==> src/rtl/core/srdf_pkg.sv <==
// ----------------------------------------------------------------------------
// srdf_pkg
// Widths, depths, codes and shared types of the spike rejecting distance
// filter.
// ----------------------------------------------------------------------------
`default_nettype none

package srdf_pkg;

    localparam int DIST_W        = 13;
    localparam int AVERAGE_DEPTH = 8;
    localparam int STABLE_DEPTH  = 5;

    // A sum of AVERAGE_DEPTH distances stays below 2**DIST_W * AVERAGE_DEPTH.
    localparam int SUM_W      = DIST_W + $clog2(AVERAGE_DEPTH);
    localparam int CNT_W      = $clog2(AVERAGE_DEPTH + 1);
    localparam int STAB_CNT_W = $clog2(STABLE_DEPTH + 1);
    localparam int DIV_CNT_W  = $clog2(SUM_W + 1);

    localparam logic [CNT_W-1:0]      AVERAGE_FULL = CNT_W'(AVERAGE_DEPTH);
    localparam logic [STAB_CNT_W-1:0] STABLE_FULL  = STAB_CNT_W'(STABLE_DEPTH);
    localparam logic [DIV_CNT_W-1:0]  DIV_STEPS    = DIV_CNT_W'(SUM_W);

    localparam int CFG_IDX_W = 2;
    localparam logic [CFG_IDX_W-1:0] REG_SPIKE_THRESHOLD    = 2'd0;
    localparam logic [CFG_IDX_W-1:0] REG_MAX_VALID_DISTANCE = 2'd1;

    localparam logic [DIST_W-1:0] SPIKE_THRESHOLD_RESET    = 13'd320;
    localparam logic [DIST_W-1:0] MAX_VALID_DISTANCE_RESET = 13'd6400;

    typedef enum logic [1:0] {
        STATUS_AVERAGED = 2'd0,
        STATUS_SPIKE    = 2'd1,
        STATUS_STABLE   = 2'd2,
        STATUS_INVALID  = 2'd3
    } status_t;

    typedef enum logic [2:0] {
        ST_IDLE,
        ST_SPREAD,
        ST_SUM,
        ST_DIV,
        ST_OUT
    } state_t;

    typedef struct packed {
        logic shift;
        logic fill;
    } cell_ctrl_t;

endpackage

`default_nettype wire

==> src/rtl/core/spike_rejecting_distance_filter_unit.sv <==
// Flow: an invalid sample goes from its beat straight to the output state; a rejected
// or stable spike first rotates the stability ring to find its spread, and an averaged
// sample rotates the average ring to sum it and then runs the serial divider before
// the output state. A new sample is accepted only in the idle state, in the cycle after
// the previous result enters the output register, so one sample is in flight at a time.
// Reset (synchronous, active low) clears the rings, the stability count and the held distance.
// ----------------------------------------------------------------------------
// spike_rejecting_distance_filter_unit
// Spike rejecting moving average filter for ultrasonic distance samples,
// built from two rings of shifting cells and a serial divider.
// ----------------------------------------------------------------------------
`default_nettype none

module spike_rejecting_distance_filter_unit (
    input  wire logic                          aclk,
    input  wire logic                          aresetn,
    // s_tdata: [12:0] sample_distance, [15:13] zero
    input  wire logic                          s_tvalid,
    output logic                               s_tready,
    input  wire logic [15:0]                   s_tdata,
    // m_tdata: [12:0] filtered_distance, [15:13] zero
    output logic                               m_tvalid,
    input  wire logic                          m_tready,
    output logic      [15:0]                   m_tdata,
    // m_tuser: [1:0] status
    output logic      [1:0]                    m_tuser,
    input  wire logic                          cfg_valid,
    output logic                               cfg_ready,
    input  wire logic [srdf_pkg::CFG_IDX_W-1:0] cfg_index,
    input  wire logic [srdf_pkg::DIST_W-1:0]    cfg_data
);
    import srdf_pkg::*;

    state_t state_reg, state_next;

    logic [DIST_W-1:0]     thr_reg, max_reg;
    logic [DIST_W-1:0]     held_reg;
    logic [DIST_W-1:0]     samp_reg;
    logic [STAB_CNT_W-1:0] scnt_reg;
    logic [STAB_CNT_W-1:0] stab_scan_reg;
    logic [CNT_W-1:0]      avg_scan_reg;
    logic [DIST_W-1:0]     lo_reg, hi_reg;
    logic [SUM_W-1:0]      sum_reg;
    logic [CNT_W-1:0]      num_reg;
    logic [DIST_W-1:0]     res_reg;
    status_t               status_reg;
    logic                  out_valid_reg;
    logic [DIST_W-1:0]     out_data_reg;
    status_t               out_status_reg;

    logic [DIST_W-1:0] s_in;
    logic [DIST_W-1:0] diff;
    logic              accept;
    logic              in_ok;
    logic              is_spike;
    logic              spread_ok;
    logic              stab_done;
    logic              avg_done;
    logic              out_load;
    logic              div_start;
    logic              div_done;
    logic [SUM_W-1:0]  div_quo;

    cell_ctrl_t        stab_ctrl, avg_ctrl;
    logic [DIST_W-1:0] stab_head, avg_head;
    logic [DIST_W-1:0] stab_val [STABLE_DEPTH];
    logic [DIST_W-1:0] avg_val  [AVERAGE_DEPTH];
    logic [DIST_W-1:0] stab_tail, avg_tail;

    assign s_in      = s_tdata[DIST_W-1:0];
    assign accept    = s_tvalid && s_tready;
    assign in_ok     = (s_in != '0) && (s_in < max_reg);
    assign diff      = (s_in > held_reg) ? (s_in - held_reg) : (held_reg - s_in);
    assign is_spike  = (held_reg != '0) && (diff > thr_reg);
    assign stab_done = stab_scan_reg == STABLE_FULL;
    assign avg_done  = avg_scan_reg == AVERAGE_FULL;
    assign spread_ok = (scnt_reg == STABLE_FULL) && ((hi_reg - lo_reg) <= thr_reg);
    assign stab_tail = stab_val[STABLE_DEPTH-1];
    assign avg_tail  = avg_val[AVERAGE_DEPTH-1];

    // Next state
    always_comb begin
        state_next = state_reg;
        unique case (state_reg)
            ST_IDLE: begin
                if (accept) begin
                    if (!in_ok) begin
                        state_next = ST_OUT;
                    end else if (is_spike) begin
                        state_next = ST_SPREAD;
                    end else begin
                        state_next = ST_SUM;
                    end
                end
            end
            ST_SPREAD: begin
                if (stab_done) begin
                    state_next = ST_OUT;
                end
            end
            ST_SUM: begin
                if (avg_done) begin
                    state_next = ST_DIV;
                end
            end
            ST_DIV: begin
                if (div_done) begin
                    state_next = ST_OUT;
                end
            end
            ST_OUT: begin
                if (out_load) begin
                    state_next = ST_IDLE;
                end
            end
            default: state_next = ST_IDLE;
        endcase
    end

    // Control outputs
    always_comb begin
        s_tready        = 1'b0;
        stab_ctrl.shift = 1'b0;
        stab_ctrl.fill  = 1'b0;
        avg_ctrl.shift  = 1'b0;
        avg_ctrl.fill   = 1'b0;
        div_start       = 1'b0;
        out_load        = 1'b0;
        unique case (state_reg)
            ST_IDLE: begin
                s_tready        = 1'b1;
                stab_ctrl.shift = s_tvalid && in_ok;
                avg_ctrl.shift  = s_tvalid && in_ok && !is_spike;
            end
            ST_SPREAD: begin
                stab_ctrl.shift = !stab_done;
                avg_ctrl.fill   = stab_done && spread_ok;
            end
            ST_SUM: begin
                avg_ctrl.shift = !avg_done;
                div_start      = avg_done;
            end
            ST_DIV: begin
            end
            ST_OUT: begin
                out_load = !out_valid_reg || m_tready;
            end
            default: begin
            end
        endcase
    end

    // In the idle state a shift pushes the new sample; otherwise the ring rotates.
    assign stab_head = (state_reg == ST_IDLE) ? s_in : stab_tail;
    assign avg_head  = (state_reg == ST_IDLE) ? s_in : avg_tail;

    for (genvar i = 0; i < STABLE_DEPTH; i++) begin : g_stab
        srdf_cell u_cell (
            .aclk      (aclk),
            .aresetn   (aresetn),
            .ctrl      (stab_ctrl),
            .left_in   ((i == 0) ? stab_head : stab_val[(i == 0) ? 0 : i - 1]),
            .fill_in   (samp_reg),
            .value_out (stab_val[i])
        );
    end

    for (genvar i = 0; i < AVERAGE_DEPTH; i++) begin : g_avg
        srdf_cell u_cell (
            .aclk      (aclk),
            .aresetn   (aresetn),
            .ctrl      (avg_ctrl),
            .left_in   ((i == 0) ? avg_head : avg_val[(i == 0) ? 0 : i - 1]),
            .fill_in   (samp_reg),
            .value_out (avg_val[i])
        );
    end

    srdf_divider u_divider (
        .aclk     (aclk),
        .aresetn  (aresetn),
        .start    (div_start),
        .dividend (sum_reg),
        .divisor  (num_reg),
        .done     (div_done),
        .quotient (div_quo)
    );

    // Control registers
    always_ff @(posedge aclk) begin
        if (!aresetn) begin
            state_reg     <= ST_IDLE;
            thr_reg       <= SPIKE_THRESHOLD_RESET;
            max_reg       <= MAX_VALID_DISTANCE_RESET;
            held_reg      <= '0;
            scnt_reg      <= '0;
            out_valid_reg <= 1'b0;
        end else begin
            state_reg <= state_next;
            if (cfg_valid) begin
                case (cfg_index)
                    REG_SPIKE_THRESHOLD:    thr_reg <= cfg_data;
                    REG_MAX_VALID_DISTANCE: max_reg <= cfg_data;
                    default: begin
                    end
                endcase
            end
            if (accept && in_ok) begin
                // A small change from a held distance restarts the stability run.
                if ((held_reg != '0) && !is_spike) begin
                    scnt_reg <= '0;
                end else if (scnt_reg < STABLE_FULL) begin
                    scnt_reg <= scnt_reg + STAB_CNT_W'(1);
                end
            end
            if (out_load) begin
                held_reg      <= res_reg;
                out_valid_reg <= 1'b1;
            end else if (m_tready) begin
                out_valid_reg <= 1'b0;
            end
        end
    end

    // Datapath registers
    always_ff @(posedge aclk) begin
        if (accept) begin
            samp_reg      <= s_in;
            stab_scan_reg <= '0;
            avg_scan_reg  <= '0;
            sum_reg       <= '0;
            num_reg       <= '0;
            if (!in_ok) begin
                res_reg    <= held_reg;
                status_reg <= STATUS_INVALID;
            end
        end
        if ((state_reg == ST_SPREAD) && !stab_done) begin
            stab_scan_reg <= stab_scan_reg + STAB_CNT_W'(1);
            if (stab_scan_reg == '0) begin
                lo_reg <= stab_tail;
                hi_reg <= stab_tail;
            end else if (stab_tail != '0) begin
                if (stab_tail < lo_reg) begin
                    lo_reg <= stab_tail;
                end
                if (stab_tail > hi_reg) begin
                    hi_reg <= stab_tail;
                end
            end
        end
        if ((state_reg == ST_SPREAD) && stab_done) begin
            if (spread_ok) begin
                res_reg    <= samp_reg;
                status_reg <= STATUS_STABLE;
            end else begin
                res_reg    <= held_reg;
                status_reg <= STATUS_SPIKE;
            end
        end
        if ((state_reg == ST_SUM) && !avg_done) begin
            avg_scan_reg <= avg_scan_reg + CNT_W'(1);
            if (avg_tail != '0) begin
                sum_reg <= sum_reg + SUM_W'(avg_tail);
                num_reg <= num_reg + CNT_W'(1);
            end
        end
        if ((state_reg == ST_DIV) && div_done) begin
            res_reg    <= div_quo[DIST_W-1:0];
            status_reg <= STATUS_AVERAGED;
        end
        if (out_load) begin
            out_data_reg   <= res_reg;
            out_status_reg <= status_reg;
        end
    end

    assign cfg_ready = 1'b1;
    assign m_tvalid  = out_valid_reg;
    assign m_tdata   = {{(16 - DIST_W){1'b0}}, out_data_reg};
    assign m_tuser   = out_status_reg;

endmodule

`default_nettype wire

==> src/rtl/core/srdf_cell.sv <==
// ----------------------------------------------------------------------------
// srdf_cell
// One ring entry: takes its left neighbour's value on a shift, or the fill
// value when the whole ring is loaded at once.
// ----------------------------------------------------------------------------
`default_nettype none

module srdf_cell (
    input  wire logic                       aclk,
    input  wire logic                       aresetn,
    input  wire srdf_pkg::cell_ctrl_t       ctrl,
    input  wire logic [srdf_pkg::DIST_W-1:0] left_in,
    input  wire logic [srdf_pkg::DIST_W-1:0] fill_in,
    output logic      [srdf_pkg::DIST_W-1:0] value_out
);
    import srdf_pkg::*;

    logic [DIST_W-1:0] value_reg;
    logic [DIST_W-1:0] value_next;

    always_comb begin
        value_next = value_reg;
        if (ctrl.fill) begin
            value_next = fill_in;
        end else if (ctrl.shift) begin
            value_next = left_in;
        end
    end

    always_ff @(posedge aclk) begin
        if (!aresetn) begin
            value_reg <= '0;
        end else begin
            value_reg <= value_next;
        end
    end

    assign value_out = value_reg;

endmodule

`default_nettype wire

==> src/rtl/core/srdf_divider.sv <==
// ----------------------------------------------------------------------------
// srdf_divider
// Restoring divider, one quotient bit per cycle, for the ring mean.
// ----------------------------------------------------------------------------
`default_nettype none

module srdf_divider (
    input  wire logic                       aclk,
    input  wire logic                       aresetn,
    input  wire logic                       start,
    input  wire logic [srdf_pkg::SUM_W-1:0] dividend,
    input  wire logic [srdf_pkg::CNT_W-1:0] divisor,
    output logic                            done,
    output logic      [srdf_pkg::SUM_W-1:0] quotient
);
    import srdf_pkg::*;

    logic                 busy_reg, busy_next;
    logic                 done_reg, done_next;
    logic [DIV_CNT_W-1:0] cnt_reg, cnt_next;
    logic [SUM_W-1:0]     quo_reg, quo_next;
    logic [CNT_W-1:0]     rem_reg, rem_next;
    logic [CNT_W-1:0]     div_reg, div_next;

    logic [CNT_W:0] shifted;
    logic [CNT_W:0] trial;
    logic           ge;

    always_comb begin
        shifted = {rem_reg, quo_reg[SUM_W-1]};
        trial   = shifted - {1'b0, div_reg};
        ge      = shifted >= {1'b0, div_reg};
    end

    always_comb begin
        busy_next = busy_reg;
        done_next = 1'b0;
        cnt_next  = cnt_reg;
        quo_next  = quo_reg;
        rem_next  = rem_reg;
        div_next  = div_reg;
        if (start) begin
            busy_next = 1'b1;
            cnt_next  = DIV_STEPS;
            quo_next  = dividend;
            rem_next  = '0;
            div_next  = divisor;
        end else if (busy_reg) begin
            // The partial remainder stays below the divisor, so it fits CNT_W bits.
            quo_next = {quo_reg[SUM_W-2:0], ge};
            rem_next = ge ? trial[CNT_W-1:0] : shifted[CNT_W-1:0];
            cnt_next = cnt_reg - DIV_CNT_W'(1);
            if (cnt_reg == DIV_CNT_W'(1)) begin
                busy_next = 1'b0;
                done_next = 1'b1;
            end
        end
    end

    always_ff @(posedge aclk) begin
        if (!aresetn) begin
            busy_reg <= 1'b0;
            done_reg <= 1'b0;
            cnt_reg  <= '0;
        end else begin
            busy_reg <= busy_next;
            done_reg <= done_next;
            cnt_reg  <= cnt_next;
        end
    end

    always_ff @(posedge aclk) begin
        quo_reg <= quo_next;
        rem_reg <= rem_next;
        div_reg <= div_next;
    end

    assign done     = done_reg;
    assign quotient = quo_reg;

endmodule

`default_nettype wire

==> config.mk <==
export PLATFORM = sky130hd
export DESIGN_NAME = spike_rejecting_distance_filter_unit
export DESIGN_NICKNAME = d
export VERILOG_FILES = /design/src/rtl/core/srdf_pkg.sv /design/src/rtl/core/spike_rejecting_distance_filter_unit.sv /design/src/rtl/core/srdf_cell.sv /design/src/rtl/core/srdf_divider.sv
export SDC_FILE = /design/constraint.sdc
export NUM_CORES = 1
export LEC_CHECK = 0
export BUFFER_PORTS_ARGS = -buffer_cell sky130_fd_sc_hd__buf_2
export CORE_AREA = 2 2 139 276
export CTS_CLUSTER_SIZE = 24
export DETAILED_ROUTE_END_ITERATION = 8
export DIE_AREA = 0 0 141 278
export PLACE_DENSITY = 0.66
export SETUP_SLACK_MARGIN = 0.05
export SLEW_MARGIN = 15
export SYNTH_ARGS = -nofsm -noshare
export SYNTH_HDL_FRONTEND = slang
export SYNTH_SLANG_ARGS = --single-unit
==> constraint.sdc <==
create_clock -name aclk -period 13.9 [get_ports aclk]
set_input_delay 2.78 -clock aclk [delete_from_list [all_inputs] [get_ports aclk]]
set_output_delay 2.78 -clock aclk [all_outputs]
set_load 0.02 [all_outputs]
# [Word level (Yosys, flattened, before mapping)]
# Cells that the tools add are included.
[totals] ff_bits=342 in_bits=36 output_inout_bits=21 word_cells=190
[op_classes] n_addsub=10 magnitude_cmp=8 n_eq_ne=16 n_mux=71 bitwise_logic=2 n_reduce_logical=46
[op_table] operator="13-bit two-way mux" count=30
[op_table] operator="16-bit two-way mux" count=5
[op_table] operator="13-bit nonzero test" count=4
[op_table] operator="13-bit > comparator" count=3
[op_table] operator="13-bit subtractor" count=3
[op_table] operator="3-bit two-way mux" count=10
[op_table] operator="13-bit < comparator" count=2
[op_table] operator="4-bit two-way mux" count=6
[op_table] operator="2-bit nonzero test" count=10
[op_table] operator="16-bit by 13-bit adder with 16-bit output" count=1
[op_table] operator="3-bit case mux with 5 select lines" count=1
[op_table] operator="13-bit less-or-equal comparator" count=1
[op_table] operator="1-bit logical AND" count=13
[op_table] operator="1-bit two-way mux" count=10
[op_table] operator="2-bit two-way mux" count=5
[op_table] operator="5-bit two-way mux" count=2
[op_table] operator="2-bit AND reduction" count=5
[op_table] operator="3-bit equality test, second input constant" count=3
[op_table] operator="4-bit by 1-bit adder with 4-bit output, second input constant" count=2
[op_table] operator="2-bit != test, second input constant" count=4
[op_table] operator="3-bit by 1-bit adder with 3-bit output, second input constant" count=2
[op_table] operator="3-bit by 2-bit equality test with 1-bit output, second input constant" count=2
[op_table] operator="3-bit logical NOT" count=2
[op_table] operator="3-bit AND reduction" count=2
[op_table] operator="other kinds (19)" count=25

# [Depth between registers and ports, before layout]
[depth] word_depth=9 ltp_mapped=21 mapped_depth_nobuf=19

# [By module]
# A second synthesis with hierarchy kept.
[hier_totals] cells_unflattened=1908 hier_area_um2=19894.1
[modules_own_cells] module="spike_rejecting_distance_filter_unit" instances=1 cells_each=1067 area_per_inst_um2=9512.9 seq_area_each_um2=3583.4
[modules_own_cells] module="srdf_cell" instances=13 cells_each=56 area_per_inst_um2=688.2 seq_area_each_um2=260.2
[modules_own_cells] module="srdf_divider" instances=1 cells_each=113 area_per_inst_um2=1435.1 seq_area_each_um2=820.8

# [Worst setup path after synthesis]
# OpenSTA, ideal clock, no wires.
[synth_timing] kind="input -> register" from="input port s_tdata[2]" to="register g_avg[0].u_cell.value_reg[0]" setup_time_ns=0.072 arrival_ns=6.791 required_ns=13.828 slack_ns=7.038 stages=21 n_path_buf=4 path_cell_list="inv_1 -> ha_1 -> clkbuf_1 -> o21a_1 -> o31a_1 -> o211a_1 -> or4_1 -> clkbuf_1 -> nand2_2 -> mux2_2 -> xor2_1 -> ha_1 -> nand4_1 -> nor2_1 -> a21boi_0 -> o41a_1 -> nand2_1 -> a21oi_2 -> buf_6 -> buf_6 -> mux2i_1"
[synth_via] elab_chain_cells=8 word_cells_on_any_way=14 classes_between="add/sub: 2; order compare: 3; mux: 2; reduce/logical: 7"
[synth_lines] item="start, declared" line="spike_rejecting_distance_filter_unit.sv:20" source="input wire logic [15:0] s_tdata,"
[synth_lines] item="13-bit subtractor or 13-bit > comparator (tied branches)" line="spike_rejecting_distance_filter_unit.sv:73" source="assign diff = (s_in > held_reg) ? (s_in - held_reg) : (held_reg - s_in);"
[synth_lines] item="13-bit two-way mux" line="spike_rejecting_distance_filter_unit.sv:73"
[synth_lines] item="13-bit > comparator" line="spike_rejecting_distance_filter_unit.sv:74" source="assign is_spike = (held_reg != '0) && (diff > thr_reg);"
[synth_lines] item="1-bit logical AND" line="spike_rejecting_distance_filter_unit.sv:74"
[synth_lines] item="1-bit logical NOT" line="spike_rejecting_distance_filter_unit.sv:133" source="avg_ctrl.shift = s_tvalid && in_ok && !is_spike;"
[synth_lines] item="1-bit logical AND *" line="spike_rejecting_distance_filter_unit.sv:133"
[synth_lines] item="1-bit case mux with 2 select lines *" line="spike_rejecting_distance_filter_unit.sv:129" source="unique case (state_reg)"
[synth_lines] item="2-bit nonzero test (no line) *"
[synth_lines] item="end signal, assigned" line="srdf_cell.sv:34" source="value_reg <= value_next;"
[synth_lines] item="end, declared" line="srdf_cell.sv:18" source="logic [DIST_W-1:0] value_reg;"
# Mark *: on every way between the ends. The rest lies on a longest branch, timed or not.
# A chain may end at the register's enable or synchronous reset.

# [Final worst setup path]
[layout_timing] from="input port s_tdata[2]" to="register g_avg[1].u_cell.value_reg[3]"
[layout_via] elab_chain_cells=8 word_cells_on_any_way=14 classes_between="add/sub: 2; order compare: 3; mux: 2; reduce/logical: 7"
[layout_lines] item="13-bit subtractor or 13-bit > comparator (tied branches)" line="spike_rejecting_distance_filter_unit.sv:73"
[layout_lines] item="13-bit two-way mux" line="spike_rejecting_distance_filter_unit.sv:73"
[layout_lines] item="13-bit > comparator" line="spike_rejecting_distance_filter_unit.sv:74"
[layout_lines] item="1-bit logical AND" line="spike_rejecting_distance_filter_unit.sv:74"
[layout_lines] item="1-bit logical NOT" line="spike_rejecting_distance_filter_unit.sv:133"
[layout_lines] item="1-bit logical AND *" line="spike_rejecting_distance_filter_unit.sv:133"
[layout_lines] item="1-bit case mux with 2 select lines *" line="spike_rejecting_distance_filter_unit.sv:129"
[layout_lines] item="2-bit nonzero test (no line) *"
[layout_lines] item="end signal, assigned" line="srdf_cell.sv:34"
[layout_lines] item="end, declared" line="srdf_cell.sv:18"
# Marks and branches as above.

==> results.cfg <==
[logic_synthesis]
synth_compound_gate_area_share = 0.1688
yosysTopAreaCell = dfxtp_1
synth_cells = 2038
yosysTopAreaCellShare = 0.2670
post_synth_xor_area_fraction = 0.01790
yosys-top-cells-area = dfxtp_1 27%, edfxtp_1 15%, ha_1 8.5%, mux2i_1 7.1%, nand2_1 4.8%
synthArstFlopShare = 0
synthSimpleGateAreaFrac = 0.1638
ys_ff_latch = 342
avgSynthCellArea_um2 = 9.125
ys_top_cells_by_count = 248 x dfxtp_1, 240 x nand2_1, 160 x a21oi_1
yosysMostFrequentCell = dfxtp_1
yosysWarnings = 0
synthAdderAreaFrac = 0.09083
yosysSeqAreaShare = 0.4188
synth_mux_area_frac = 0.08134
synth_top_family_by_area = compound AO/OA/AOI/OAI gates
yosysUniqueCellTypes = 74
netlist_area_mm2 = 0.01860
synth-edff-count = 94
ys.flop_type = dfxtp_1

[timing]
period_minus_slack_ns = 8.508
fin_setup_tns_ns = 0
maxSlewHeadroom = 0.2910
drv_slew = 0
fmax_ghz = 0.1175
worstMarginPinSlew_ns = 1.059
fin_skew_ns = 0.02993
fin_crit_sh = 0.6121
hold_viol = 0
final-setup-viol-count = 0
rsz0062_at_grt = no

[clock_tree]
htree_levels = 1
clk-insertion-delay-late_ns = 0.61
cts_buffers = 31
ctsHoldBuffers = 0
ctsResizeCount = 0
root_buffer = clkbuf_16
post_cts_buffers = 0
clkTransAtPathRegs_ns = 0.07
cts_buffer_depth = 3
clock_sinks = 342
cts_tree = done

[route]
initialDrtViolationCount = 604
vias = 14680
routed_wl_um = 48970
drtPass1Iterations = 5
vias_per_cell = 5.895
drc = 0
wl_per_cell_um = 19.66
ant_nets = 0

[setup_path]
r2r_end = g_avg[1].u_cell.value_out[3]
cp_max_fo = 58
startpoint_type = input pin
r2r-start = hi_reg[0]
path_class = in2reg
rr_worst_depth = 21
required_ns = 14.43
end_kind = flip-flop
r2r_setup_slack_ns = 7.33
arrival_ns = 9.04

[pwr]
powerDensity_mw_per_mm2 = 142.7
comb_power_share = 0.269
max-vdd-ir-drop_uv = 112.5
p_sw_frac = 0.3274
switchingPower_mw = 0.9342
clock_power_share = 0.310
seq_power_share = 0.420
internal_power_mw = 1.920
p_leak_nw = 8.299

[die]
die_w_um = 141
core.rowCount = 100
chipHeight_um = 278
initial_core_util = 0.5004
ios = 57
die-area_mm2 = 0.03920
core_region_area_mm2 = 0.03716

[global_routing]
grt_pass1_vias = 14560
grt_max_degree = 113
grt_use_total = 0.2496
grt_pass1_wl_um = 77820
antenna_found_initial = 0
overflow = 0

[min_path]
hold_path_end = m_tuser[1]
hold_path.class = reg2reg
holdCritStartpoint = status_reg[1]
holdPathStages = 0

[final_layout]
num_antenna_cells = 0
drive_above_1_share = 0.08711
areaGrowthSynthToFinish_pct = 7.529
nNetsFinal = 2175
fin_cells = 2491
largest_reg_flops = 104

[placement]
hpwl_um = 34110
portBuffers = 49
dp_cells = 2433
gp_congestion = 0.9073

[status]
status = finished, final reports clean

[run]
cap_violations = 0
-- area by class of cell --
class / count / area (um^2)
Clock buffer: 39 / 835.8
Timing Repair Buffer: 69 / 401.6
Multi-Input combinational cell: 1450 / 9772
Tap cell: 459 / 574.3
Inverter: 113 / 425.4
Fill cell: 3434 / 17160
Clock inverter: 19 / 200.2
Sequential cell: 342 / 7787
-- kinds of logic after synthesis --
logic type / Yosys count
DFF: 342
buffers and inverters: 248
other: 2
AOI/OAI and AO/OA: 495
xor gates and xnor gates: 38
adders and majority gates: 132
muxes: 149
and+or+nand+nor: 632
-- critical path, cell delays in order --
cell and delay, ns:
buf_2 0.24, inv_1 0.11, ha_1 0.43, o21a_1 0.22
o31a_1 0.15, o211a_1 0.24, or4_1 0.62, nand2_2 0.34
mux2_2 0.39, xor2_1 0.35, ha_1 0.21, nand4_1 0.11
nor2_1 0.18, a21boi_0 0.20, o41a_1 0.27, nand2_1 0.14
a21oi_4 0.16, buf_4 0.62, buf_4 0.88, mux2i_1 0.27
-- cells in the final DEF, fill, tap and decap left out, types with 15 or more instances in the layout --
cell type | netlist | layout
a21o_1 | 23 | 23
dfxtp_1 | 248 | 248
o21a_1 | 16 | 16
nor3_1 | 41 | 40
xnor2_1 | 21 | 21
xor2_1 | 17 | 17
o211ai_1 | 15 | 15
buf_4 | 5 | 20
nor2_1 | 76 | 76
nand2_1 | 240 | 239
nor2b_1 | 26 | 26
inv_1 | 112 | 112
a21oi_1 | 160 | 159
mux2_2 | 17 | 17
edfxtp_1 | 94 | 94
ha_1 | 127 | 127
o21ai_0 | 88 | 88
clkbuf_16 | 0 | 31
o21ai_1 | 91 | 91
buf_2 | 10 | 48
nand3_1 | 83 | 83
mux2i_1 | 132 | 132
and3_1 | 99 | 99
-- routing by layer --
layer | wire (um) | part of all wire | vias to the layer above | global-route usage
li1 | - | - | 7186 | -
met1 | 18070 | 0.37 | 7051 | 0.2663
met2 | 26130 | 0.53 | 320 | 0.4714
met3 | 1676 | 0.034 | 127 | 0.02460
met4 | 3087 | 0.063 | 0 | 0.1410
met5 | 0 | 0 | - | 0
-- through the flow --
step / total power [mW] / util / instance area [um^2] / hold WS (ns) / worst slack [ns]
after floorplan: 1.820 / - / 18600 / 0.4082 / 7.038
after global placement: 1.967 / 0.5102 / 18960 / 0.4196 / 4.819
after detailed placement: 1.988 / 0.5102 / 18960 / 0.4180 / 4.766
after CTS: 2.870 / 0.5381 / 20000 / 0.4356 / 5.381
after global routing: 2.993 / 0.5381 / 20000 / 0.4648 / 5.105
final: 2.854 / 0.5381 / 20000 / 0.4349 / 5.392
-- worst max-delay path by stage --
| stage | start | endpoint | slack (ns) |
|---|---|---|---|
| after floorplan | s_tdata[2] | g_avg[0].u_cell.value_out[0] | 7.04 |
| after global placement | s_tdata[1] | g_avg[5].u_cell.value_out[11] | 4.82 |
| after detailed placement | s_tdata[2] | g_avg[3].u_cell.value_out[6] | 4.77 |
| after CTS | s_tdata[2] | g_avg[3].u_cell.value_out[6] | 5.38 |
| after global routing | s_tdata[2] | g_avg[3].u_cell.value_out[6] | 5.11 |
| final | s_tdata[2] | g_avg[1].u_cell.value_out[3] | 5.39 |
-- power groups by stage --
stage / clock, mW / sequential (mW) / combinational [mW]
floorplan: 0 / 1.20 / 0.624
global placement: 0 / 1.22 / 0.751
detailed placement: 0 / 1.22 / 0.767
CTS: 0.902 / 1.20 / 0.769
global route: 0.940 / 1.21 / 0.839
finish: 0.886 / 1.20 / 0.769
(Power assumes the default switching activity.)
